**config.mk**
```make
export PLATFORM = sky130hd
export DESIGN_NAME = header_checksum_frame_receiver
export DESIGN_NICKNAME = d
export VERILOG_FILES = /design/src/rtl/core/hcfr_pkg.sv /design/src/rtl/core/hcfr_ctrl.sv /design/src/rtl/core/hcfr_dp.sv /design/src/rtl/core/header_checksum_frame_receiver.sv
export SDC_FILE = /design/constraint.sdc
export NUM_CORES = 1
export LEC_CHECK = 0
export BUFFER_PORTS_ARGS = -buffer_cell sky130_fd_sc_hd__buf_2
export CORE_ASPECT_RATIO = 0.9
export CORE_MARGIN = 2
export CORE_UTILIZATION = 45
export DETAILED_ROUTE_END_ITERATION = 10
export PLACE_DENSITY = 0.62
export SLEW_MARGIN = 15
export SYNTH_ARGS = -nofsm -noshare
export SYNTH_HDL_FRONTEND = slang
export SYNTH_SLANG_ARGS = --single-unit
```
**constraint.sdc**
```tcl
create_clock -name clk -period 7.76 [get_ports clk]
set_clock_uncertainty 0.05 [all_clocks]
set_input_delay 2.328 -clock clk [delete_from_list [all_inputs] [get_ports clk]]
set_output_delay 2.328 -clock clk [all_outputs]
set_load 0.02 [all_outputs]
```
**src/rtl/core/hcfr_pkg.sv**
```systemverilog
// Shared constants, register codes and controller/datapath interface types
// for the header/checksum frame receiver. No dependencies.
`timescale 1ns / 1ps

package hcfr_pkg;

    localparam int MAX_PAYLOAD = 32;
    localparam int RING_DEPTH  = MAX_PAYLOAD + 3;
    localparam int ADDR_W      = $clog2(RING_DEPTH);
    localparam int CNT_W       = $clog2(RING_DEPTH + 1);
    localparam int BYTE_W      = 8;
    localparam int LEN_W       = 6;
    localparam int IDX_W       = 5;
    localparam int CFG_IDX_W   = 2;

    localparam logic [BYTE_W-1:0] HEADER_FIRST_RST  = 8'hFF;
    localparam logic [BYTE_W-1:0] HEADER_SECOND_RST = 8'hFE;
    localparam logic [LEN_W-1:0]  PAYLOAD_LEN_RST   = 6'd8;

    typedef enum logic [CFG_IDX_W-1:0] {
        CFG_HEADER_FIRST   = 2'd0,
        CFG_HEADER_SECOND  = 2'd1,
        CFG_PAYLOAD_LENGTH = 2'd2
    } cfg_reg_t;

    // controller -> datapath
    typedef struct packed {
        logic cfg_wr;
        logic wr_byte;
        logic scan_start;
        logic scan_issue;
        logic offset_next;
        logic emit_start;
        logic emit_issue;
        logic emit_load;
    } ctrl_cmd_t;

    // datapath -> controller
    typedef struct packed {
        logic will_fill;
        logic pos_last;
        logic match;
        logic base_last;
        logic emit_last;
        logic out_free;
    } dp_stat_t;

endpackage

```
**src/rtl/core/hcfr_ctrl.sv**
```systemverilog
// Sequencer for the frame receiver: idle/write, offset scan, evaluate, emit.
// Depends on hcfr_pkg for command and status types.
`timescale 1ns / 1ps

module hcfr_ctrl (
    input  logic              clk,
    input  logic              rst_n,
    input  logic              in_valid,
    input  logic              cfg_valid,
    input  hcfr_pkg::dp_stat_t stat,
    output hcfr_pkg::ctrl_cmd_t cmd,
    output logic              idle
);
    import hcfr_pkg::*;

    typedef enum logic [4:0] {
        ST_IDLE      = 5'b00001,
        ST_SCAN      = 5'b00010,
        ST_EVAL      = 5'b00100,
        ST_EMIT_RD   = 5'b01000,
        ST_EMIT_WAIT = 5'b10000
    } state_t;

    state_t state_reg;
    state_t state_next;

    assign idle = (state_reg == ST_IDLE);

    always_comb
    begin
        cmd        = '0;
        state_next = state_reg;
        unique case (state_reg)
            ST_IDLE:
            begin
                cmd.cfg_wr = cfg_valid;
                if (in_valid)
                begin
                    cmd.wr_byte = 1'b1;
                    if (stat.will_fill)
                    begin
                        cmd.scan_start = 1'b1;
                        state_next     = ST_SCAN;
                    end
                end
            end
            ST_SCAN:
            begin
                cmd.scan_issue = 1'b1;
                if (stat.pos_last)
                    state_next = ST_EVAL;
            end
            ST_EVAL:
            begin
                if (stat.match)
                begin
                    cmd.emit_start = 1'b1;
                    state_next     = ST_EMIT_RD;
                end
                else if (stat.base_last)
                    state_next = ST_IDLE;
                else
                begin
                    cmd.offset_next = 1'b1;
                    state_next      = ST_SCAN;
                end
            end
            ST_EMIT_RD:
            begin
                cmd.emit_issue = 1'b1;
                state_next     = ST_EMIT_WAIT;
            end
            ST_EMIT_WAIT:
            begin
                if (stat.out_free)
                begin
                    cmd.emit_load = 1'b1;
                    state_next    = stat.emit_last ? ST_IDLE : ST_EMIT_RD;
                end
            end
            default:
                state_next = ST_IDLE;
        endcase
    end

    always_ff @(posedge clk or negedge rst_n)
    begin
        if (!rst_n)
            state_reg <= ST_IDLE;
        else
            state_reg <= state_next;
    end

endmodule

```
**src/rtl/core/hcfr_dp.sv**
```systemverilog
// Datapath: byte ring memory, config registers, scan accumulators and output word register.
// Depends on hcfr_pkg; driven by hcfr_ctrl commands.
`timescale 1ns / 1ps

module hcfr_dp (
    input  logic                                  clk,
    input  logic                                  rst_n,
    input  hcfr_pkg::ctrl_cmd_t                   cmd,
    output hcfr_pkg::dp_stat_t                    stat,
    input  logic [hcfr_pkg::CFG_IDX_W-1:0]        cfg_index,
    input  logic [hcfr_pkg::BYTE_W-1:0]           cfg_data,
    input  logic [hcfr_pkg::BYTE_W-1:0]           rx_byte,
    input  logic                                  out_stall,
    output logic                                  out_valid,
    output logic [hcfr_pkg::BYTE_W-1:0]           payload_byte,
    output logic [hcfr_pkg::IDX_W-1:0]            byte_index,
    output logic                                  last
);
    import hcfr_pkg::*;

    logic [BYTE_W-1:0] ring [RING_DEPTH];
    logic [BYTE_W-1:0] rd_data_reg;

    logic [BYTE_W-1:0] hf_reg;
    logic [BYTE_W-1:0] hs_reg;
    logic [LEN_W-1:0]  plen_reg;
    logic [ADDR_W-1:0] wr_ptr_reg;
    logic [ADDR_W-1:0] wr_ptr_next;
    logic [CNT_W-1:0]  count_reg;
    logic [CNT_W-1:0]  count_next;

    logic [ADDR_W-1:0] base_reg;
    logic [ADDR_W-1:0] addr_reg;
    logic [ADDR_W-1:0] pos_reg;
    logic [ADDR_W-1:0] dpos_reg;
    logic              dvalid_reg;
    logic              hdr_ok_reg;
    logic [BYTE_W-1:0] sum_reg;
    logic [LEN_W-1:0]  j_reg;

    logic              out_valid_reg;
    logic [BYTE_W-1:0] payload_byte_reg;
    logic [IDX_W-1:0]  byte_index_reg;
    logic              last_reg;

    logic [LEN_W-1:0]  len;
    logic [CNT_W-1:0]  size;
    logic [ADDR_W-1:0] ptr_eff;
    logic [ADDR_W-1:0] base_inc;

    function automatic logic [ADDR_W-1:0] inc_wrap(input logic [ADDR_W-1:0] a,
                                                   input logic [CNT_W-1:0]  s);
        logic [CNT_W-1:0] n;
        n = CNT_W'(a) + CNT_W'(1);
        inc_wrap = (n >= s) ? '0 : ADDR_W'(n);
    endfunction

    // effective length: 0 acts as 1, above the maximum clamps
    always_comb
    begin
        priority if (plen_reg == '0)
            len = LEN_W'(1);
        else if (plen_reg > LEN_W'(MAX_PAYLOAD))
            len = LEN_W'(MAX_PAYLOAD);
        else
            len = plen_reg;
    end

    assign size     = CNT_W'(len) + CNT_W'(3);
    assign ptr_eff  = (CNT_W'(wr_ptr_reg) < size) ? wr_ptr_reg : '0;
    assign base_inc = inc_wrap(base_reg, size);

    assign stat.will_fill = (count_reg >= size - CNT_W'(1));
    assign stat.pos_last  = (CNT_W'(pos_reg) == size - CNT_W'(1));
    assign stat.base_last = (CNT_W'(base_reg) == size - CNT_W'(1));
    assign stat.match     = hdr_ok_reg && (sum_reg == rd_data_reg);
    assign stat.emit_last = (j_reg == len - LEN_W'(1));
    assign stat.out_free  = !out_valid_reg || !out_stall;

    always_comb
    begin
        wr_ptr_next = wr_ptr_reg;
        count_next  = count_reg;
        if (cmd.wr_byte)
        begin
            wr_ptr_next = inc_wrap(ptr_eff, size);
            if (count_reg < size)
                count_next = count_reg + CNT_W'(1);
        end
        if (cmd.emit_start)
            count_next = '0;
        if (cmd.cfg_wr && (cfg_index == CFG_PAYLOAD_LENGTH))
        begin
            wr_ptr_next = '0;
            count_next  = '0;
        end
    end

    // ring memory: one write port, one registered read port
    always_ff @(posedge clk)
    begin
        if (cmd.wr_byte)
            ring[ptr_eff] <= rx_byte;
        if (cmd.scan_issue || cmd.emit_issue)
            rd_data_reg <= ring[addr_reg];
    end

    always_ff @(posedge clk or negedge rst_n)
    begin
        if (!rst_n)
        begin
            hf_reg        <= HEADER_FIRST_RST;
            hs_reg        <= HEADER_SECOND_RST;
            plen_reg      <= PAYLOAD_LEN_RST;
            wr_ptr_reg    <= '0;
            count_reg     <= '0;
            dvalid_reg    <= 1'b0;
            out_valid_reg <= 1'b0;
        end
        else
        begin
            wr_ptr_reg <= wr_ptr_next;
            count_reg  <= count_next;
            dvalid_reg <= cmd.scan_issue;
            if (cmd.cfg_wr)
            begin
                case (cfg_index)
                    CFG_HEADER_FIRST:   hf_reg   <= cfg_data;
                    CFG_HEADER_SECOND:  hs_reg   <= cfg_data;
                    CFG_PAYLOAD_LENGTH: plen_reg <= cfg_data[LEN_W-1:0];
                    default:            ;
                endcase
            end
            if (cmd.emit_load)
                out_valid_reg <= 1'b1;
            else if (!out_stall)
                out_valid_reg <= 1'b0;
        end
    end

    // scan addressing and accumulation
    always_ff @(posedge clk)
    begin
        if (cmd.scan_start)
        begin
            base_reg <= '0;
            addr_reg <= '0;
            pos_reg  <= '0;
        end
        else if (cmd.scan_issue)
        begin
            addr_reg <= inc_wrap(addr_reg, size);
            pos_reg  <= pos_reg + ADDR_W'(1);
        end
        else if (cmd.offset_next)
        begin
            base_reg <= base_inc;
            addr_reg <= base_inc;
            pos_reg  <= '0;
        end
        else if (cmd.emit_start)
            addr_reg <= inc_wrap(base_inc, size);
        else if (cmd.emit_issue)
            addr_reg <= inc_wrap(addr_reg, size);

        if (cmd.scan_issue)
            dpos_reg <= pos_reg;

        if (dvalid_reg)
        begin
            if (dpos_reg == '0)
            begin
                hdr_ok_reg <= (rd_data_reg == hf_reg);
                sum_reg    <= '0;
            end
            else if (dpos_reg == ADDR_W'(1))
                hdr_ok_reg <= hdr_ok_reg && (rd_data_reg == hs_reg);
            else if (CNT_W'(dpos_reg) < CNT_W'(len) + CNT_W'(2))
                sum_reg <= sum_reg + rd_data_reg;
        end

        if (cmd.emit_start)
            j_reg <= '0;
        else if (cmd.emit_load)
            j_reg <= j_reg + LEN_W'(1);

        if (cmd.emit_load)
        begin
            payload_byte_reg <= rd_data_reg;
            byte_index_reg   <= j_reg[IDX_W-1:0];
            last_reg         <= stat.emit_last;
        end
    end

    assign out_valid    = out_valid_reg;
    assign payload_byte = payload_byte_reg;
    assign byte_index   = byte_index_reg;
    assign last         = last_reg;

endmodule

```
**src/rtl/core/header_checksum_frame_receiver.sv**
```systemverilog
// Operation: a byte that completes a ring of S = L+3 bytes starts a scan of S offsets,
//   bounded by the single ring read port; a match then emits the payload words, each
//   read, then loaded once the output word is free; any other byte is just stored.
// Throughput: one byte at a time; in_stall is high through scan and emit.
// Reset (rst_n, async low): pointer and count cleared, headers FF/FE, length 8;
//   ring contents undefined until written.
`timescale 1ns / 1ps

// Top level: serial-byte frame receiver with two-byte sync header and
// modulo-256 payload checksum. Depends on hcfr_pkg, hcfr_ctrl, hcfr_dp.
module header_checksum_frame_receiver (
    input  logic                               clk,
    input  logic                               rst_n,
    // received byte words
    input  logic                               in_valid,
    output logic                               in_stall,
    input  logic [hcfr_pkg::BYTE_W-1:0]        rx_byte,
    // payload words of validated frames
    output logic                               out_valid,
    input  logic                               out_stall,
    output logic [hcfr_pkg::BYTE_W-1:0]        payload_byte,
    output logic [hcfr_pkg::IDX_W-1:0]         byte_index,
    output logic                               last,
    // register writes
    input  logic                               cfg_valid,
    output logic                               cfg_ready,
    input  logic [hcfr_pkg::CFG_IDX_W-1:0]     cfg_index,
    input  logic [hcfr_pkg::BYTE_W-1:0]        cfg_data
);
    import hcfr_pkg::*;

    ctrl_cmd_t cmd;
    dp_stat_t  stat;
    logic      idle;

    // Input and register writes are only taken while the sequencer idles.
    assign in_stall  = !idle;
    assign cfg_ready = idle;

    // Sequencer: per offset, S reads stream out of the ring (one per cycle), then an
    // evaluate state checks the header and compares the running sum against the checksum.
    hcfr_ctrl u_ctrl (
        .clk       (clk),
        .rst_n     (rst_n),
        .in_valid  (in_valid),
        .cfg_valid (cfg_valid),
        .stat      (stat),
        .cmd       (cmd),
        .idle      (idle)
    );

    // Datapath: ring memory, header match, payload sum, output word register.
    hcfr_dp u_dp (
        .clk          (clk),
        .rst_n        (rst_n),
        .cmd          (cmd),
        .stat         (stat),
        .cfg_index    (cfg_index),
        .cfg_data     (cfg_data),
        .rx_byte      (rx_byte),
        .out_stall    (out_stall),
        .out_valid    (out_valid),
        .payload_byte (payload_byte),
        .byte_index   (byte_index),
        .last         (last)
    );

endmodule

```
==> reports/results.env <==
FIRST_DRT_ITERATION_DRCS=968
POST-ROUTE-MIN-PERIOD_NS=7.00
MIN-DELAY-PATH-CLASS='reg -> reg'
YS_ASYNC_SR_FRACTION=0.107
SYNTHCELLS=1159
DRTANTENNAVIOLNETS=0
YOSYS.AREA.TOP_TYPE_SHARE=0.543
POST_SYNTH_FA_HA_MAJ_AREA_FRACTION=0.0463
NNETSFINAL=1290
TIMING.REG2REG.SETUP_SLACK_NS=0.76
SETUP_REPAIR_AFTER_GLOBAL_ROUTING_MISSED_ITS_MARGIN='no'
GRT_PASS1_WL_UM=59700
SYN_AREA_PER_CELL_UM2=15.1
R2R-START='u_dp.plen_reg[2]'
NUMCLOCKSINKS=382
POWER.DENSITY_nW_PER_UM2=380
CRITICAL_PATH_PEAK_FANOUT=10
DRC=0
VIAS_IN_THE_FIRST_GLOBAL_ROUTE=9909
SYNTHESIZED_AREA_FRACTION_OCCUPIED_BY_XOR_AND_XNOR_CELLS=0.0382
CRITICAL_PATH.ENDPOINT_TYPE='register'
SYNTH.AREA.MUX_SHARE=0.126
SYN_NETS=1243
CORE_BOX_AREA_UM2=38400
GRT_ANTENNA_BEFORE_REPAIR=0
CLOCK_PIN_SLEW_REPORTED_FOR_THE_WORST_SETUP_AND_HOLD_PATHS_AFTER_CLOCK_TREE_SYNTHESIS_NS=0.06
VIAS_PER_CELL=5.68
WORST_HOLD_PATH.ENDPOINT='u_dp.dpos_reg[5]'
FINAL_HOLD_VIOL_COUNT=0
TIMING.SETUP.CRITICAL_PATH_CLASS='reg -> reg'
CRIT-REG2REG-CAPTURE='u_dp.addr_reg[4]'
CTS-HTREE-LEVELS=2
SYNTH_TOP_FAMILY_BY_AREA='multiplexers'
YS_WARN_COUNT=0
TRACK_USAGE=0.197
SLEW_LIMIT_FAILS=0
YOSYS_REGISTER_BITS=382
LARGEST-REGISTER='u_dp.ring'
MAX_FREQ_GHz=0.143
HOLDBUFCOUNTCTS=0
HOLD_SLACK_NS=0.439
POSTCTSRESIZEDCELLS=0
WIRELENGTH_UM=38500
IO_BUFFER_COUNT=39
POST_SYNTH_AND_OR_NAND_NOR_AREA_FRACTION=0.0802
WORSTSETUPSTARTPOINT='u_dp.plen_reg[2]'
FINAL_LAYOUT_SIZE_SUFFIX_GT1_FRAC=0.193
POST_SYNTH_INSTANCE_AREA_UM2=17500
ROWS=68
MAX-SLEW-MARGIN-REL=0.292
WORSTPATHREQUIRED_NS=8.19
TIGHTESTPINTRANSITION_NS=1.06
DIE_H_UM=191
SYNTH.YOSYS.SEQ_AREA_SHARE=0.630
NUMCTSBUFFERS=41
WORSTPATHARRIVAL_NS=7.43
DRT_PASS1_ITERATIONS=4
CRITICAL_PATH.STARTPOINT_TYPE='register'
WORSTREGTOREGCELLS=24
GP_ROUTABILITY_CONGESTION=0.848
FLOORPLAN.DIE_AREA_UM2=40500
GLOBAL_ROUTE_TOTAL_OVERFLOW=0
MIN_DELAY_PATH_DEPTH=0
INITIAL_UTILIZATION=0.457
FINALCRITPERIODSHARE=0.902
HOLD_PATH_STARTPOINT='u_dp.pos_reg[5]'
NETLIST.TOP_CELL.BY_AREA='sky130_fd_sc_hd__edfxtp_1'
SYN_TO_FINAL_GROWTH_PCT=11.5
OUTCOME='finished, final reports clean'
CTS_TREE='done'
SYNTH_EDF_COUNT=317
SYNTH.DISTINCT_CELLS=76
GRT_START_MAX_NET_PINS=65
CLOCK-ROOT-BUFFER='sky130_fd_sc_hd__clkbuf_16'
FILL_CELLS=3151
SETUP-TNS-FINAL_NS=0
MAXIMUM_VDD_DROP_V=0.000155
LARGEST_REGISTER_FF_COUNT=280
CELLLEAKAGEPOWER_nW=6.84
MAXCAPVIOLCOUNT=0
SYNTH-COMPOUND-AREA-SHARE=0.0610
DIE_X_UM=212
MAX-CLOCK-PATH-BUFFERS=3
DR_TOTAL_VIAS=10004
DP_HPWL_UM=25600
LATEST_CLOCK_ARRIVAL_WITHIN_THE_WORST_SKEW_PAIR_NS=0.55
ANTENNA_CELLS_INSERTED=0
SETUP-VIOLATIONS-FINAL=0
IO_PINS=40
POST_SYNTH_MAIN_AREA_CONTRIBUTORS='sky130_fd_sc_hd__edfxtp_1, sky130_fd_sc_hd__mux4_2, sky130_fd_sc_hd__ha_1, sky130_fd_sc_hd__dfrtp_1, sky130_fd_sc_hd__dfxtp_1'
PREVAILING_POST_SYNTH_REGISTER_CELL='sky130_fd_sc_hd__edfxtp_1'
CTS_SETUP_BUFFERS=0
DRT-WIRELENGTH-PER-CELL_UM=21.9
## where the power goes
part / switching [mW] / leakage, nW / total, mW / internal (mW)
logic: 1.52 / 2.68 / 2.81 / 1.29
registers: 0.292 / 3.54 / 2.75 / 2.45
clock network: 0.782 / 0.611 / 1.86 / 1.08
## synth_stat cells (24+ instances only)
cell type and number:
sky130_fd_sc_hd__nand3_1 35, sky130_fd_sc_hd__xnor2_1 29, sky130_fd_sc_hd__dfxtp_1 24, sky130_fd_sc_hd__mux4_2 80, sky130_fd_sc_hd__xor2_1 32, sky130_fd_sc_hd__nand2_1 70, sky130_fd_sc_hd__clkbuf_1 30, sky130_fd_sc_hd__nor2_1 88
sky130_fd_sc_hd__o21ai_0 45, sky130_fd_sc_hd__inv_1 28, sky130_fd_sc_hd__edfxtp_1 317, sky130_fd_sc_hd__a21oi_1 42, sky130_fd_sc_hd__ha_1 60, sky130_fd_sc_hd__dfrtp_1 24
## layer usage
metal  wire length [um]  global-route usage
met5                  0                   0
met3               2150              0.0404
met2              17600               0.301
met4                885              0.0558
met1              17900               0.287
## cell families after synthesis
family                   count (synthesis)
flip-flops                             382
buffers and inverters                   75
AND/OR/NAND/NOR                        288
XOR/XNOR                                67
AO/OA/AOI/OAI                          163
adder cells (fa/ha/maj)                 65
multiplexers                           119
## per-stage QoR
stage               power, mW   util  std cells  worst slack, ns  cell area (um^2)
global route             7.87  0.509       1761            0.263             19500
detailed placement       5.58  0.476       1688            0.980             18300
CTS                      7.46  0.509       1761            0.923             19500
floorplan                4.80      -       1159             2.02             17500
global placement         5.54  0.476       1688             1.18             18300
finish                   7.42  0.509       1761            0.758             19500
## how the worst max path moves through the flow
stage	endpoint	slack [ns]	depth (start not counted)
global route	u_dp.addr_reg[1]	0.26	25
finish	u_dp.addr_reg[4]	0.76	24
detailed placement	u_dp.addr_reg[4]	0.98	24
floorplan	u_dp.addr_reg[1]	2.02	28
CTS	u_dp.addr_reg[4]	0.92	24
global placement	u_dp.addr_reg[4]	1.18	24
## layout by cell type (no fill, tap or decap), types with 7 or more instances in the layout
cell | netlist | final
sky130_fd_sc_hd__xnor2_1 | 29 | 29
sky130_fd_sc_hd__a31oi_1 | 10 | 10
sky130_fd_sc_hd__mux4_2 | 80 | 80
sky130_fd_sc_hd__nor3_1 | 12 | 12
sky130_fd_sc_hd__ha_1 | 60 | 60
sky130_fd_sc_hd__clkinv_1 | 0 | 7
sky130_fd_sc_hd__nand3_1 | 35 | 35
sky130_fd_sc_hd__a21oi_1 | 42 | 41
sky130_fd_sc_hd__inv_1 | 28 | 28
sky130_fd_sc_hd__xor2_1 | 32 | 32
sky130_fd_sc_hd__buf_2 | 6 | 39
sky130_fd_sc_hd__mux2_2 | 17 | 17
sky130_fd_sc_hd__a21o_1 | 14 | 14
sky130_fd_sc_hd__dfstp_2 | 17 | 17
sky130_fd_sc_hd__buf_4 | 1 | 12
sky130_fd_sc_hd__dfxtp_1 | 24 | 22
sky130_fd_sc_hd__nand2b_1 | 11 | 11
sky130_fd_sc_hd__edfxtp_1 | 317 | 317
sky130_fd_sc_hd__nand4_1 | 11 | 11
sky130_fd_sc_hd__nor2b_1 | 16 | 16
sky130_fd_sc_hd__clkbuf_16 | 0 | 41
sky130_fd_sc_hd__nor2_1 | 88 | 88
sky130_fd_sc_hd__dfrtp_1 | 24 | 24
sky130_fd_sc_hd__o21ai_0 | 45 | 45
sky130_fd_sc_hd__clkbuf_1 | 30 | 10
sky130_fd_sc_hd__nand2_1 | 70 | 70
sky130_fd_sc_hd__mux2i_1 | 22 | 22
## critical path, cell delays in order (launching register included)
cell and delay (ns):
sky130_fd_sc_hd__dfrtp_1 0.46, sky130_fd_sc_hd__or4_4 0.54, sky130_fd_sc_hd__a21oi_2 0.32, sky130_fd_sc_hd__inv_1 0.32
sky130_fd_sc_hd__ha_1 0.40, sky130_fd_sc_hd__nand3b_1 0.22, sky130_fd_sc_hd__xnor2_1 0.16, sky130_fd_sc_hd__nor2b_1 0.40
sky130_fd_sc_hd__inv_1 0.29, sky130_fd_sc_hd__ha_1 0.38, sky130_fd_sc_hd__nand2_1 0.05, sky130_fd_sc_hd__o21ai_0 0.51
sky130_fd_sc_hd__a21oi_1 0.35, sky130_fd_sc_hd__and2_1 0.26, sky130_fd_sc_hd__ha_1 0.20, sky130_fd_sc_hd__xnor2_1 0.26
sky130_fd_sc_hd__ha_1 0.29, sky130_fd_sc_hd__a21o_1 0.16, sky130_fd_sc_hd__a31oi_1 0.15, sky130_fd_sc_hd__o21ai_0 0.18
sky130_fd_sc_hd__a22oi_1 0.26, sky130_fd_sc_hd__o211a_1 0.24, sky130_fd_sc_hd__a32oi_1 0.07, sky130_fd_sc_hd__o31a_1 0.25
sky130_fd_sc_hd__a31oi_1 0.15
## cell type report
cell class | instances | area (um^2) | share of cell area
Timing Repair Buffer | 51 | 285 | 0.0146
Clock inverter | 21 | 186 | 0.00954
Sequential cell | 382 | 11100 | 0.566
Multi-Input combinational cell | 702 | 6170 | 0.316
Tap cell | 525 | 657 | 0.0336
Clock buffer | 52 | 1080 | 0.0551
Inverter | 28 | 105 | 0.00538
(Power assumes the default switching activity.)
